`config.mk`:
```
export PLATFORM = sky130hd
export DESIGN_NAME = p2c_out_buf_flat
export DESIGN_NICKNAME = d
export VERILOG_FILES = /design/src/p2c_pkg.sv /design/src/p2c_result_if.sv /design/src/p2c_out_buf.sv /design/src/flat_wrapper.sv
export SDC_FILE = /design/constraint.sdc
export NUM_CORES = 1
export LEC_CHECK = 0
export ABC_AREA = 1
export BUFFER_PORTS_ARGS = -buffer_cell sky130_fd_sc_hd__buf_2
export CAP_MARGIN = 20
export CORE_UTILIZATION = 45
export CTS_CLUSTER_SIZE = 8
export DETAILED_ROUTE_END_ITERATION = 10
export MAX_ROUTING_LAYER = met4
export PLACE_DENSITY = 0.71
export REMOVE_ABC_BUFFERS = 1
export SETUP_SLACK_MARGIN = 0.3
export SLEW_MARGIN = 30
export SYNTH_ARGS = -nofsm -noshare
export SYNTH_HDL_FRONTEND = slang
export SYNTH_SLANG_ARGS = --single-unit
```
`constraint.sdc`:
```
create_clock -name clk -period 10.9 [get_ports clk]
set_input_delay 1.09 -clock clk [delete_from_list [all_inputs] [get_ports clk]]
set_output_delay 1.09 -clock clk [all_outputs]
set_load 0.005 [all_outputs]
```
`src/p2c_pkg.sv`:
```
package p2c_pkg;

	// fixed-point format of coordinates and results
	localparam int FRAC_BITS = 16;
	localparam int COORD_W = 32;
	localparam int GUARD_BITS = 8;

	localparam int CORDIC_STEPS_DEF = 20;
	localparam int MAX_STEPS = 32;

	// widths of the rotation datapath
	localparam int VW = 40;
	localparam int XW = 42;
	localparam int ZW = 33;
	localparam int RES_W = COORD_W + GUARD_BITS - GUARD_BITS + 2;

	localparam logic [63:0] INV_TWO_PI_Q64 = 64'h28BE_60DB_9391_054A;
	localparam logic [63:0] INV_360_Q64 = 64'd51240955760304310;
	localparam logic [31:0] GAIN_Q32 = 32'h9B74_EDA8;

	localparam logic [63:0] CONV_RAD =
		(INV_TWO_PI_Q64 + (64'd1 << (FRAC_BITS - 1))) >> FRAC_BITS;
	localparam logic [63:0] CONV_DEG =
		(INV_360_Q64 + (64'd1 << (FRAC_BITS - 1))) >> FRAC_BITS;

	// eighth turn offset and residual range in phase units
	localparam logic [31:0] EIGHTH_TURN = 32'h2000_0000;

	localparam int CFG_ADDR_W = 1;
	localparam int CFG_DATA_W = 32;

	typedef enum logic [CFG_ADDR_W-1:0] {
		REG_SWAP_ORDER,
		REG_DEGREE_MODE
	} cfg_reg_t;

	typedef enum logic [1:0] {
		QUAD_0,
		QUAD_90,
		QUAD_180,
		QUAD_270
	} quad_t;

	localparam logic [31:0] ATAN_PHASE [MAX_STEPS] = '{
		32'h2000_0000, 32'h12E4_051D, 32'h09FB_385B, 32'h0511_11D4,
		32'h028B_0D43, 32'h0145_D7E1, 32'h00A2_F61E, 32'h0051_7C55,
		32'h0028_BE53, 32'h0014_5F2E, 32'h000A_2F98, 32'h0005_17CC,
		32'h0002_8BE6, 32'h0001_45F3, 32'h0000_A2F9, 32'h0000_517C,
		32'h0000_28BE, 32'h0000_145F, 32'h0000_0A2F, 32'h0000_0517,
		32'h0000_028B, 32'h0000_0145, 32'h0000_00A2, 32'h0000_0051,
		32'h0000_0028, 32'h0000_0014, 32'h0000_000A, 32'h0000_0005,
		32'h0000_0002, 32'h0000_0001, 32'h0000_0000, 32'h0000_0000
	};

	typedef struct packed {
		logic signed [XW-1:0] x;
		logic signed [XW-1:0] y;
		logic signed [ZW-1:0] z;
	} rot_t;

	typedef struct packed {
		logic [COORD_W-1:0] x;
		logic [COORD_W-1:0] y;
		logic               sat;
	} res_t;

endpackage

```
`src/p2c_result_if.sv`:
```
interface p2c_result_if;
	logic                                valid;
	logic                                ready;
	logic signed [p2c_pkg::COORD_W-1:0] x_out;
	logic signed [p2c_pkg::COORD_W-1:0] y_out;
	logic                                saturated;

	modport source (output valid, output x_out, output y_out, output saturated, input ready);
	modport sink (input valid, input x_out, input y_out, input saturated, output ready);
endinterface

```
`src/p2c_out_buf.sv`:
```
module p2c_out_buf (
	input  logic                 clk,
	input  logic                 arst_n,
	input  logic                 up_valid,
	input  p2c_pkg::res_t        up_data,
	output logic                 up_ready,
	p2c_result_if.source         result
);

	logic          out_valid_q;
	logic          skid_valid_q;
	p2c_pkg::res_t out_q;
	p2c_pkg::res_t skid_q;
	logic          push;
	logic          out_load;

	assign up_ready = !skid_valid_q;
	assign push     = up_valid && up_ready;
	assign out_load = !out_valid_q || result.ready;

	always_ff @(posedge clk or negedge arst_n) begin
		if (!arst_n) begin
			out_valid_q  <= 1'b0;
			skid_valid_q <= 1'b0;
		end else if (out_load) begin
			out_valid_q  <= skid_valid_q || push;
			skid_valid_q <= 1'b0;
		end else if (push) begin
			skid_valid_q <= 1'b1;
		end
	end

	always_ff @(posedge clk) begin
		if (out_load) begin
			out_q <= skid_valid_q ? skid_q : up_data;
		end else if (push) begin
			skid_q <= up_data;
		end
	end

	assign result.valid     = out_valid_q;
	assign result.x_out     = $signed(out_q.x);
	assign result.y_out     = $signed(out_q.y);
	assign result.saturated = out_q.sat;

endmodule

```
`src/flat_wrapper.sv`:
```
// flat-port wrapper written by rule: the top's interface ports become plain ports
module p2c_out_buf_flat 
  (clk, arst_n, up_valid, up_data, up_ready, result_valid, result_x_out, result_y_out, result_saturated, result_ready);
  p2c_result_if result_i ();
  input  logic clk;
  input  logic arst_n;
  input  logic up_valid;
  input  p2c_pkg::res_t up_data;
  output logic up_ready;
  output wire logic [$bits(result_i.valid)-1:0] result_valid;
  output wire logic [$bits(result_i.x_out)-1:0] result_x_out;
  output wire logic [$bits(result_i.y_out)-1:0] result_y_out;
  output wire logic [$bits(result_i.saturated)-1:0] result_saturated;
  input wire logic [$bits(result_i.ready)-1:0] result_ready;
  assign result_valid = result_i.valid;
  assign result_x_out = result_i.x_out;
  assign result_y_out = result_i.y_out;
  assign result_saturated = result_i.saturated;
  assign result_i.ready = result_ready;
  p2c_out_buf u_core (.clk(clk), .arst_n(arst_n), .up_valid(up_valid), .up_data(up_data), .up_ready(up_ready), .result(result_i));
endmodule
```
==> flow_metrics.env <==
export IMPL_status="complete, no violations"
export IMPL_drt_wirelength_per_cell_um=13.70
export IMPL_place_area_um2=5595
export IMPL_die_h_um=105.3
export IMPL_power_density_nw_per_um2=206.9
export IMPL_worstMarginPinSlew_ns=0.9108
export IMPL_period_needed_ns=2.733
export IMPL_max_stage_delay_ns=0.49
export IMPL_p_seq_share_pct=48.0
export IMPL_cts_buffers=17
export IMPL_synth_seq_area_share_pct=82.31
export IMPL_cts_sinks=132
export IMPL_crit_path_end_kind="primary output"
export IMPL_rrSetupSlack_ns=8.61
export IMPL_first_global_vias=2690
export IMPL_combinationalPowerShare_pct=7.2
export IMPL_drt_iter0_markers=117
export IMPL_clock_root_buffer="clkbuf_8"
export IMPL_io_buffers=135
export IMPL_start_util_pct=46.53
export IMPL_period_share_pct=25.07
export IMPL_synthDistinctLibCells=8
export IMPL_grtUsageTotal_pct=16.54
export IMPL_use_met1_pct=21.39
export IMPL_grt_pass1_wl_um=13360
export IMPL_critPathTopFamily="buffers and inverters"
export IMPL_ctsHoldBuffers=0
export IMPL_swShare_pct=21.16
export IMPL_clock_skew_ns=0.006958
export IMPL_synth_cells=349
export IMPL_p_leak_nw=2.691
export IMPL_synth_area_um2=4803
export IMPL_nets=560
export IMPL_core_um2=10320
export IMPL_pwr_share_clk_pct=44.9
export IMPL_worst_path_buf_inv=2
export IMPL_cts_max_level=4
export IMPL_max_cap_viol_count=0
export IMPL_place_congestion=0.6790
export IMPL_clock_latency_ns=0.50
export IMPL_drt_total_wl_um=8767
export IMPL_p_int_w=0.001012
export IMPL_required_ns=9.81
export IMPL_diodes=0
export IMPL_fp_row_count=37
export IMPL_hold_path_class="input pin to asynchronous set/reset pin"
export IMPL_drtPass1Iterations=4
export IMPL_grt_setup_unrepaired="false"
export IMPL_cp_slowest_cell="inv_4"
export IMPL_antenna_found_initial=0
export IMPL_fin_util_pct=60.07
export IMPL_busiest_layer="met2"
export IMPL_crit_type="flip-flop to primary output"
export IMPL_max_vdd_ir_drop_mv=0.1111
export IMPL_setup_violations=0
export IMPL_gr_usage_met3_pct=4.143
export IMPL_rr_endpoint="u_core.skid_q[48]"
export IMPL_yosys_warnings=0
export IMPL_hpwl_um=5177
export IMPL_relSlewSlack_pct=39.28
export IMPL_ys_ff_latch=132
export IMPL_n_fill_cell=809
export IMPL_reg2reg_from="u_core.skid_valid_q"
export IMPL_path_cells="inv_4 > buf_2"
export IMPL_design_area_um2=6201
export IMPL_cts_resized=0
export IMPL_drive_above_1_share_pct=33.53
export IMPL_vias=2957
export IMPL_rr_worst_depth=4
export IMPL_die_x_um=105.3
export IMPL_cts_tree="yes"
export IMPL_arrival_ns=1.64
export IMPL_ant_nets=0
export IMPL_drc=0
export IMPL_syn_avg_cell_area_um2=13.76
export IMPL_grt_max_degree=69
export IMPL_io_pins=136
export IMPL_met2_usage_pct=25.42
export IMPL_hold_violations=0
export IMPL_die_area_um2=11090
export IMPL_power_switching_w=0.0002716
export IMPL_clk_pin_slew_worst_paths_ns=0.06
export IMPL_post_cts_buffers=0
export IMPL_grt_overflow_total=0
export IMPL_routed_via_density=4.620
export IMPL_cts_path_max_buffers=2
export IMPL_path_max_fanout=67
export IMPL_slew_violations=0
export IMPL_finalSetupTns_ns=0
export IMPL_start_kind="flip-flop"
export IMPL_syn_to_final_growth_pct=29.10
export IMPL_max_freq_mhz=365.9
## registers in the layout (all words and copies together) (netlist names)
register                 flops
u_core.result.saturated      1
u_core.result.y_out         32
u_core.skid_valid_q          1
u_core.skid_q               65
u_core.result.x_out         32
u_core.result.valid          1
## layout make-up
class                           count  area [um^2]  area share [%]
Tap cell                          136        170.2           2.744
Sequential cell                   132         3955           63.78
Clock buffer                       19        421.7           6.800
Multi-Input combinational cell    201        769.5           12.41
Inverter                            2        10.01          0.1614
Clock inverter                     13        183.9           2.966
Timing Repair Buffer              137        690.7           11.14
## Yosys cell counts
master    count  share of area (%)
nand2_1     198                 15
dfrtp_1       2                1.0
inv_1         1              0.078
buf_4         7                1.1
edfxtp_1    130                 81
buf_2         7               0.73
inv_2         1              0.078
nor2_1        3               0.23
## metal layers
| layer | wire length (um) | up-vias |
|---|---|---|
| met5 | 0 | - |
| met4 | 87 | 0 |
| met3 | 530 | 8 |
| met2 | 4287 | 101 |
| met1 | 3861 | 1385 |
| li1 | - | 1463 |
## stage by stage
step | setup WS [ns] | hold slack, ns | cells | power, W
4_1_cts | 8.128 | 0.3402 | 640 | 0.001295
2_1_floorplan | 4.896 | 0.4905 | 335 | 0.0006658
5_1_grt | 8.072 | 0.3417 | 640 | 0.001326
6_report | 8.167 | 0.3620 | 640 | 0.001283
3_5_place_dp | 7.743 | 0.5012 | 608 | 0.0007192
3_3_place_gp | 7.829 | 0.4992 | 608 | 0.0007162
## cell usage in the layout, fill, tap and decap left out, types with 2 or more instances in the layout
cell type,instances
clkbuf_16,16
buf_4,2
buf_2,135
clkbuf_1,2
bufinv_16,4
clkinvlp_4,4
nand2_1,197
edfxtp_1,130
clkinv_1,2
nor2_1,2
clkinv_4,3
## how the worst max path moves through the flow
stage | startpoint | end | depth (start not counted)
3_3_place_gp | result_ready | u_core.skid_q[10] | 5
4_1_cts | u_core.skid_valid_q | up_ready | 2
3_5_place_dp | result_ready | u_core.skid_q[32] | 5
2_1_floorplan | result_ready | u_core.skid_q[0] | 3
6_report | u_core.skid_valid_q | up_ready | 2
5_1_grt | u_core.skid_valid_q | up_ready | 2
## power groups by stage
stage / sequential, W / clock [W] / combinational, W
after floorplan: 0.000633 / 0 / 0.0000332
after global placement: 0.000625 / 0 / 0.0000913
after detailed placement: 0.000626 / 0 / 0.0000935
after CTS: 0.000616 / 0.000585 / 0.0000938
after global routing: 0.000619 / 0.000604 / 0.000103
final: 0.000615 / 0.000576 / 0.0000919
## logic make-up (layout without fill, tap and decap cells)
| group | after synthesis | after routing | synth area share [%] |
|---|---|---|---|
| buffers and inverters | 16 | 171 | 1.979 |
| DFF | 132 | 132 | 82.31 |
| and+or+nand+nor | 201 | 201 | 15.71 |
Note: power is estimated with default switching activity, not from simulation.
