===== src/p2c_pkg.sv =====
package p2c_pkg;

	// fixed-point format of coordinates and results
	localparam int FRAC_BITS = 16;
	localparam int COORD_W = 32;
	localparam int GUARD_BITS = 8;

	localparam int CORDIC_STEPS_DEF = 20;
	localparam int MAX_STEPS = 32;

	// widths of the rotation datapath
	localparam int VW = 40;
	localparam int XW = 42;
	localparam int ZW = 33;
	localparam int RES_W = COORD_W + GUARD_BITS - GUARD_BITS + 2;

	localparam logic [63:0] INV_TWO_PI_Q64 = 64'h28BE_60DB_9391_054A;
	localparam logic [63:0] INV_360_Q64 = 64'd51240955760304310;
	localparam logic [31:0] GAIN_Q32 = 32'h9B74_EDA8;

	localparam logic [63:0] CONV_RAD =
		(INV_TWO_PI_Q64 + (64'd1 << (FRAC_BITS - 1))) >> FRAC_BITS;
	localparam logic [63:0] CONV_DEG =
		(INV_360_Q64 + (64'd1 << (FRAC_BITS - 1))) >> FRAC_BITS;

	// eighth turn offset and residual range in phase units
	localparam logic [31:0] EIGHTH_TURN = 32'h2000_0000;

	localparam int CFG_ADDR_W = 1;
	localparam int CFG_DATA_W = 32;

	typedef enum logic [CFG_ADDR_W-1:0] {
		REG_SWAP_ORDER,
		REG_DEGREE_MODE
	} cfg_reg_t;

	typedef enum logic [1:0] {
		QUAD_0,
		QUAD_90,
		QUAD_180,
		QUAD_270
	} quad_t;

	localparam logic [31:0] ATAN_PHASE [MAX_STEPS] = '{
		32'h2000_0000, 32'h12E4_051D, 32'h09FB_385B, 32'h0511_11D4,
		32'h028B_0D43, 32'h0145_D7E1, 32'h00A2_F61E, 32'h0051_7C55,
		32'h0028_BE53, 32'h0014_5F2E, 32'h000A_2F98, 32'h0005_17CC,
		32'h0002_8BE6, 32'h0001_45F3, 32'h0000_A2F9, 32'h0000_517C,
		32'h0000_28BE, 32'h0000_145F, 32'h0000_0A2F, 32'h0000_0517,
		32'h0000_028B, 32'h0000_0145, 32'h0000_00A2, 32'h0000_0051,
		32'h0000_0028, 32'h0000_0014, 32'h0000_000A, 32'h0000_0005,
		32'h0000_0002, 32'h0000_0001, 32'h0000_0000, 32'h0000_0000
	};

	typedef struct packed {
		logic signed [XW-1:0] x;
		logic signed [XW-1:0] y;
		logic signed [ZW-1:0] z;
	} rot_t;

	typedef struct packed {
		logic [COORD_W-1:0] x;
		logic [COORD_W-1:0] y;
		logic               sat;
	} res_t;

endpackage


===== src/p2c_cordic_stage.sv =====
module p2c_cordic_stage #(
	parameter int STEP = 0
) (
	input  logic          clk,
	input  logic          arst_n,
	input  logic          en,
	input  logic          vld_in,
	input  p2c_pkg::rot_t rot_in,
	output logic          vld_out,
	output p2c_pkg::rot_t rot_out
);

	logic signed [p2c_pkg::XW-1:0] dx;
	logic signed [p2c_pkg::XW-1:0] dy;
	logic signed [p2c_pkg::ZW-1:0] da;
	p2c_pkg::rot_t                 rot_nxt;

	always_comb begin
		dx = $signed(rot_in.y) >>> STEP;
		dy = $signed(rot_in.x) >>> STEP;
		da = $signed({{(p2c_pkg::ZW-32){1'b0}}, p2c_pkg::ATAN_PHASE[STEP]});
		if (!rot_in.z[p2c_pkg::ZW-1]) begin
			rot_nxt.x = $signed(rot_in.x) - dx;
			rot_nxt.y = $signed(rot_in.y) + dy;
			rot_nxt.z = $signed(rot_in.z) - da;
		end else begin
			rot_nxt.x = $signed(rot_in.x) + dx;
			rot_nxt.y = $signed(rot_in.y) - dy;
			rot_nxt.z = $signed(rot_in.z) + da;
		end
	end

	always_ff @(posedge clk or negedge arst_n) begin
		if (!arst_n) begin
			vld_out <= 1'b0;
		end else if (en) begin
			vld_out <= vld_in;
		end
	end

	always_ff @(posedge clk) begin
		if (en) begin
			rot_out <= rot_nxt;
		end
	end

endmodule


===== config.mk =====
export PLATFORM = sky130hd
export DESIGN_NAME = p2c_cordic_stage
export DESIGN_NICKNAME = d
export VERILOG_FILES = /design/src/p2c_pkg.sv /design/src/p2c_cordic_stage.sv
export SDC_FILE = /design/constraint.sdc
export NUM_CORES = 1
export LEC_CHECK = 0
export BUFFER_PORTS_ARGS = -buffer_cell sky130_fd_sc_hd__buf_2
export CAP_MARGIN = 0
export CORE_UTILIZATION = 45
export CTS_BUF_LIST = sky130_fd_sc_hd__clkbuf_16
export CTS_CLUSTER_SIZE = 16
export DETAILED_ROUTE_END_ITERATION = 10
export GPL_TIMING_DRIVEN = 0
export HOLD_SLACK_MARGIN = 0.06
export PLACE_DENSITY = 0.68
export SLEW_MARGIN = 20
export SYNTH_ARGS = -nofsm -noshare
export SYNTH_HDL_FRONTEND = slang
export SYNTH_SLANG_ARGS = --single-unit

===== constraint.sdc =====
create_clock -name clk -period 1.2 [get_ports clk]
set_input_delay 0.18 -clock clk [delete_from_list [all_inputs] [get_ports clk]]
set_output_delay 0.18 -clock clk [all_outputs]
set_load 0.02 [all_outputs]

==> reports/metrics.yaml, run 1 <==
status:
  status: "complete, but fails checks"
  violations: "setup timing"
floorplanning:
  start_util_pct: 46.2
  die_area_um2: 25800
  die_x_um: 161
  row_count: 57
  die_h_um: 161
  core_um2: 24500
  ios: 239
clock_network:
  clock_path_buffers: 2
  clkTransAtPathRegs_ns: 0.06
  clock-root-buffer: "clkbuf_16"
  cts.sinks: 117
  clock_latency_ns: 0.43
  cts_buffers: 17
  cts_tree: "built"
  htreeDepth: 4
global_routing:
  met3_usage_pct: 6.87
  grt_use_met2_pct: 55.9
  use_met1_pct: 46.8
  grt_first_pass_wirelength_mm: 70.4
  grt_overflow_total: 0
  grt_pass1_vias: 12500
  grt_use_total_pct: 35.5
  antenna_found_initial: 1
  grt_max_degree: 79
  gr-max-usage-layer: "met2"
synthesis:
  yosys_warnings: 0
  synth_cells: 1331
  synthTopCellsByArea: "edfxtp_1, ha_1, a21oi_1"
  synth_nets: 1581
  netlist_top_cells_count: "a21oi_1, ha_1, inv_1"
  synth_flop_cell: "edfxtp_1"
  ys_async_sr_fraction_pct: 0.855
  synth_most_common_cell: "a21oi_1"
  avgSynthCellArea_um2: 8.51
  synth_cell_types: 77
  synth_top_cell_area_share_pct: 30.7
  synthesis.area_um2: 11300
  ys_seq_area_share_pct: 31.0
  yosys.area.top_type: "edfxtp_1"
  ys_seq_elements: 117
  synth_edf_count: 116
final_layout:
  final_cells: 2115
  finish.instance_area_um2: 18400
  area_growth_pct: 62.0
  nFillCells: 1747
  seqCellArea_um2: 3510
  nets: 2027
  drive_gt1_share_pct: 47.7
  multi_input_area_um2: 9490
timing:
  hold_viol: 0
  timing.final.crit_period_ns: 2.55
  rsz0062_at_grt: "true"
  period_share_pct: 212
  max_freq_mhz: 392
  skew_ns: 0
  setup_viol: 84
  setup_slack_ns: -1.35
  holdWs_ns: 0.0635
  slew_headroom_pct: 19.4
  drv_slew: 0
  worst_slew_pin_slew_ns: 1.21
critical_path:
  regToRegSetupSlack_ns: 0.46
  cp.arrival_ns: 2.73
  required_ns: 1.38
  crit_path_max_fanout: 3
  r2r_cells: 1
  cp-start-kind: "input pin"
  crit_start: "rot_in[75]"
  end_kind: "flop"
  crit_type: "in2reg"
  reg2reg_from: "vld_out"
run:
  cap_violations: 0
route:
  routedWlPerCell_um: 23.2
  drc_errors: 0
  viasPerCell: 6.17
  finalWirelength_mm: 49.2
  antenna_left: 0
  drtIter0Drc: 1308
  vias: 13000
  first_pass_iters: 7
place:
  place_inst: 1894
  gp_congestion: 1.02
  portBuffers: 238
  place_area_um2: 14000
  place_hpwl_mm: 33.6
pwr:
  total_power_mw: 20.3
  leakage_nw: 7.45
  vdd_drop_max_mv: 0.930
  powerDensity_nw_per_um2: 1100
worst_hold_path:
  hold_class: "in2async"
[layer usage]
layer	vias to the layer above	wire length, um
li1	5739	-
met1	6251	19900
met2	825	22000
met3	225	4560
met4	0	2730
met5	-	0
[registers in the layout, indices dropped and copies added (netlist names)]
| signal | flops |
|---|---|
| rot_out | 116 |
| vld_out | 1 |
[final timing paths]
kind	end
worst max-delay path	rot_out[49]
worst min-delay path	vld_out
worst max register to register	vld_out
worst min register to register	vld_out
max in group asynchronous	vld_out
min in group clk	rot_out[82]
[what timing repair did]
item | 4_1_cts | 5_1_grt
setup buffers | 98 | 75
hold buffers | 32 | 0
pin swaps | 164 | 153
hold endpoints to repair | 32 | 0
setup endpoints to repair | 86 | 85
gates resized for setup | 372 | 175
gates cloned | 0 | 2
[layout by cell type (no fill, tap or decap), types with 8 or more instances in the layout]
master         Yosys  routed
nand2_2            0      14
clkbuf_16          0      21
o21bai_1          32      29
o21a_1            28      25
inv_2              2      13
dlygate4sd3_1      0      32
clkbuf_2           0       9
nor2_2             0      13
nand4_1           26      26
inv_4              0      15
o21ai_2            2      30
o21ai_1            5      25
buf_12             0       8
o21ai_4            0      17
a21oi_1          176     110
buf_2             26     204
xnor2_1           70      64
buf_4              4     128
ha_2               0       9
inv_1            125      90
inv_6              0      11
buf_8              0      18
a21oi_2            2      48
nor2_4             0      19
a21boi_2           0       8
a21o_1            13      13
buf_6              1      71
ha_4               0      34
xor2_1            10       9
nor3_1            28      18
edfxtp_1         116     116
nand2_1           73      56
o211ai_1          12      12
mux2i_1           15      15
nor2_1           116      84
o21ai_0          104      39
a21oi_4            0      20
ha_1             125      82
[kinds of logic after synthesis]
family	Yosys count	synth area share [%]
adders and majority gates	129	14.5
muxes	16	1.42
xor gates and xnor gates	80	6.18
AOI/OAI and AO/OA	489	27.3
and+or+nand+nor	313	12.9
buffers and inverters	187	6.68
DFF	117	31.0
[through the flow]
| stage | util (%) | setup slack, ns | TNS (ns) |
|---|---|---|---|
| after global routing | 74.8 | -1.43 | -81.74 |
| final | 74.8 | -1.35 | -77.99 |
| after floorplan | - | -1.27 | -68.01 |
| after detailed placement | 57.1 | -2.54 | -132.67 |
| after CTS | 69.8 | -1.34 | -71.58 |
| after global placement | 57.0 | -2.59 | -274.80 |
[critical path, cell delays in order]
cell	delay [ns]
buf_12	0.10
ha_4	0.16
fa_2	0.33
nor2b_4	0.14
o211ai_1	0.24
buf_4	0.18
a2111o_1	0.18
a31oi_4	0.12
o311ai_4	0.37
a311oi_2	0.18
buf_4	0.17
o31ai_4	0.27
xnor2_1	0.11
[report_power, final]
group	internal, mW	switching, mW
Combinational	3.98	5.66
Clock	2.90	2.31
Sequential	5.29	0.138
Total	12.2	8.11
[area by class of cell]
cell class,instances,area share [%]
Antenna cell,1,0.0136
Sequential cell,117,19.1
Clock inverter,15,0.777
Clock buffer,17,2.32
Multi-Input combinational cell,1027,51.7
Inverter,130,3.40
Timing Repair Buffer,435,17.9
Tap cell,324,2.21
Buffer,49,2.56
Power figures use the tool's default switching activity.
==> inputs of run 2 (changes only) <==
--- a/config.mk
+++ b/config.mk
@@ -14,6 +14,7 @@
 export GPL_TIMING_DRIVEN = 0
 export HOLD_SLACK_MARGIN = 0.06
 export PLACE_DENSITY = 0.68
+export RECOVER_POWER = 25
 export SLEW_MARGIN = 20
 export SYNTH_ARGS = -nofsm -noshare
 export SYNTH_HDL_FRONTEND = slang
==> run 2 against run 1 <==
The run still ends with setup timing left. Flip-flop and latch count is the same. Die area is the same. Maximum frequency is essentially flat. Largest cell class unchanged. Wire length grew 0.13%. Via count grew 0.47%. First-iteration DRC count is the same. Non-clock buffer count is the same. Highest routed layer unchanged. Clock power is essentially flat. Sequential share of layout area is essentially flat. Worst setup slack lost 0.0018 ns. Utilization is essentially flat. Power is essentially flat.
==> reports/metrics.yaml, run 2 (synthesis gave the netlist of run 1 again) <==
floorplanning:
  core_um2: 24500
  start_util_pct: 46.2
  die_area_um2: 25800
  row_count: 57
  ios: 239
  die_x_um: 161
  die_h_um: 161
timing:
  worst_slew_pin_slew_ns: 1.21
  setup_viol: 162
  max_freq_mhz: 392
  hold_viol: 0
  period_share_pct: 213
  rsz0062_at_grt: "true"
  timing.final.crit_period_ns: 2.55
  setup_slack_ns: -1.35
  skew_ns: 0
  slew_headroom_pct: 19.7
  drv_slew: 0
status:
  violations: "setup timing"
  status: "complete, but fails checks"
route:
  drc_errors: 0
  vias: 13100
  drtIter0Drc: 1308
  finalWirelength_mm: 49.2
  antenna_left: 0
  viasPerCell: 6.19
  routedWlPerCell_um: 23.3
  first_pass_iters: 6
worst_hold_path:
  hold_class: "in2async"
critical_path:
  critical_path_buf_inv_count: 3
  crit_path_max_fanout: 3
  worst-path-stages: 13
  crit_type: "in2reg"
  end_kind: "flop"
  cp.arrival_ns: 2.73
  cp_cell_sequence: "buf_12 -> ha_4 -> fa_2 -> nor2b_4 -> o211ai_1 -> buf_4 -> a2111o_1 -> a31oi_4 -> o311ai_4 -> a311oi_2 -> buf_4 -> o31ai_4 -> xnor2_1"
  r2r_cells: 1
  required_ns: 1.38
  cpPeakStageDelay_ns: 0.37
  cp-start-kind: "input pin"
  crit_family: "compound AO/OA/AOI/OAI gates"
  crit_slowest_cell: "o311ai_4"
  worst_path_most_repeated_cell: "buf_4"
global_routing:
  grt_first_pass_wirelength_mm: 70.4
  grt_max_degree: 79
  antenna_found_initial: 1
  grt_use_total_pct: 35.5
  grt_pass1_vias: 12500
  grt_overflow_total: 0
clock_network:
  clock-root-buffer: "clkbuf_16"
  clkTransAtPathRegs_ns: 0.06
  htreeDepth: 4
  cts_buffers: 17
  cts.sinks: 117
  clock_latency_ns: 0.43
  clock_path_buffers: 2
  cts_tree: "built"
final_layout:
  largest_reg_flops: 116
  final_cells: 2115
  mostFrequentLayoutCells: "buf_2, buf_4, edfxtp_1, a21oi_1, inv_1"
  final_core_util_pct: 74.8
  drive_gt1_share_pct: 47.7
  mostFrequentLayoutCell: "buf_2"
  area_growth_pct: 61.9
  nets: 2027
  top_register: "rot_out"
  reg.largest.list: "rot_out: 116 flops, vld_out: 1 flops"
pwr:
  total_power_mw: 20.3
  vdd_drop_max_mv: 0.930
  leakage_nw: 7.44
  powerDensity_nw_per_um2: 1100
place:
  place_inst: 1894
  portBuffers: 238
  gp_congestion: 1.02
  place_hpwl_mm: 33.6
run:
  cap_violations: 0
-- run 2: changes by cell type in the layout (fill, tap and decap cells not counted), sizes merged --
cell,previous run,this run
buf,432,431
clkbuf,37,38
-- run 2: power by group --
group,internal (mW),switching [mW]
logic,3.98,5.66
registers,5.29,0.138
clock network,2.90,2.30
-- run 2: path summary, 6_finish.rpt --
path	from	end	slack, ns
setup / recovery	rot_in[75]	rot_out[49]	-1.35
hold / removal	arst_n	vld_out	0.06
min in group clk	rot_in[30]	rot_out[30]	0.15
max in group asynchronous	arst_n	vld_out	1.05
setup reg to reg	vld_out	vld_out	0.46
hold reg to reg	vld_out	vld_out	0.51
-- run 2: final cells by class --
cell class / count / area (um2)
clock buffer: 17 / 425
buffer: 49 / 469
antenna: 1 / 2.50
sequential: 117 / 3510
fill: 1748 / 6180
multi-input combinational: 1027 / 9490
inverter: 130 / 624
timing repair buffer: 435 / 3280
tap: 324 / 405
clock inverter: 15 / 143
-- run 2: metal layers --
metal / part of all wire, % / vias up / track usage, %
li1: - / 5741 / -
met1: 40 / 6300 / 46.8
met2: 45 / 825 / 55.9
met3: 9.3 / 235 / 6.87
met4: 5.6 / 0 / 16.7
met5: 0 / - / 0
-- run 2: stage by stage --
step | cell area, um2 | setup slack [ns] | setup TNS (ns) | hold slack (ns)
floorplan | 12400 | -1.27 | -68.01 | -0.116
global placement | 14000 | -2.59 | -274.80 | -0.0444
detailed placement | 14000 | -2.54 | -132.67 | -0.0420
CTS | 17100 | -1.34 | -71.58 | 0.0612
global route | 18300 | -1.43 | -100.81 | 0.0743
finish | 18300 | -1.35 | -87.22 | 0.0646
-- run 2: what timing repair did --
item	4_1_cts	5_1_grt
setup endpoints to repair	86	85
pin swaps	164	153
hold endpoints to repair	32	0
hold buffers	32	0
resized for setup	372	175
cloned	0	2
setup buffers	98	75
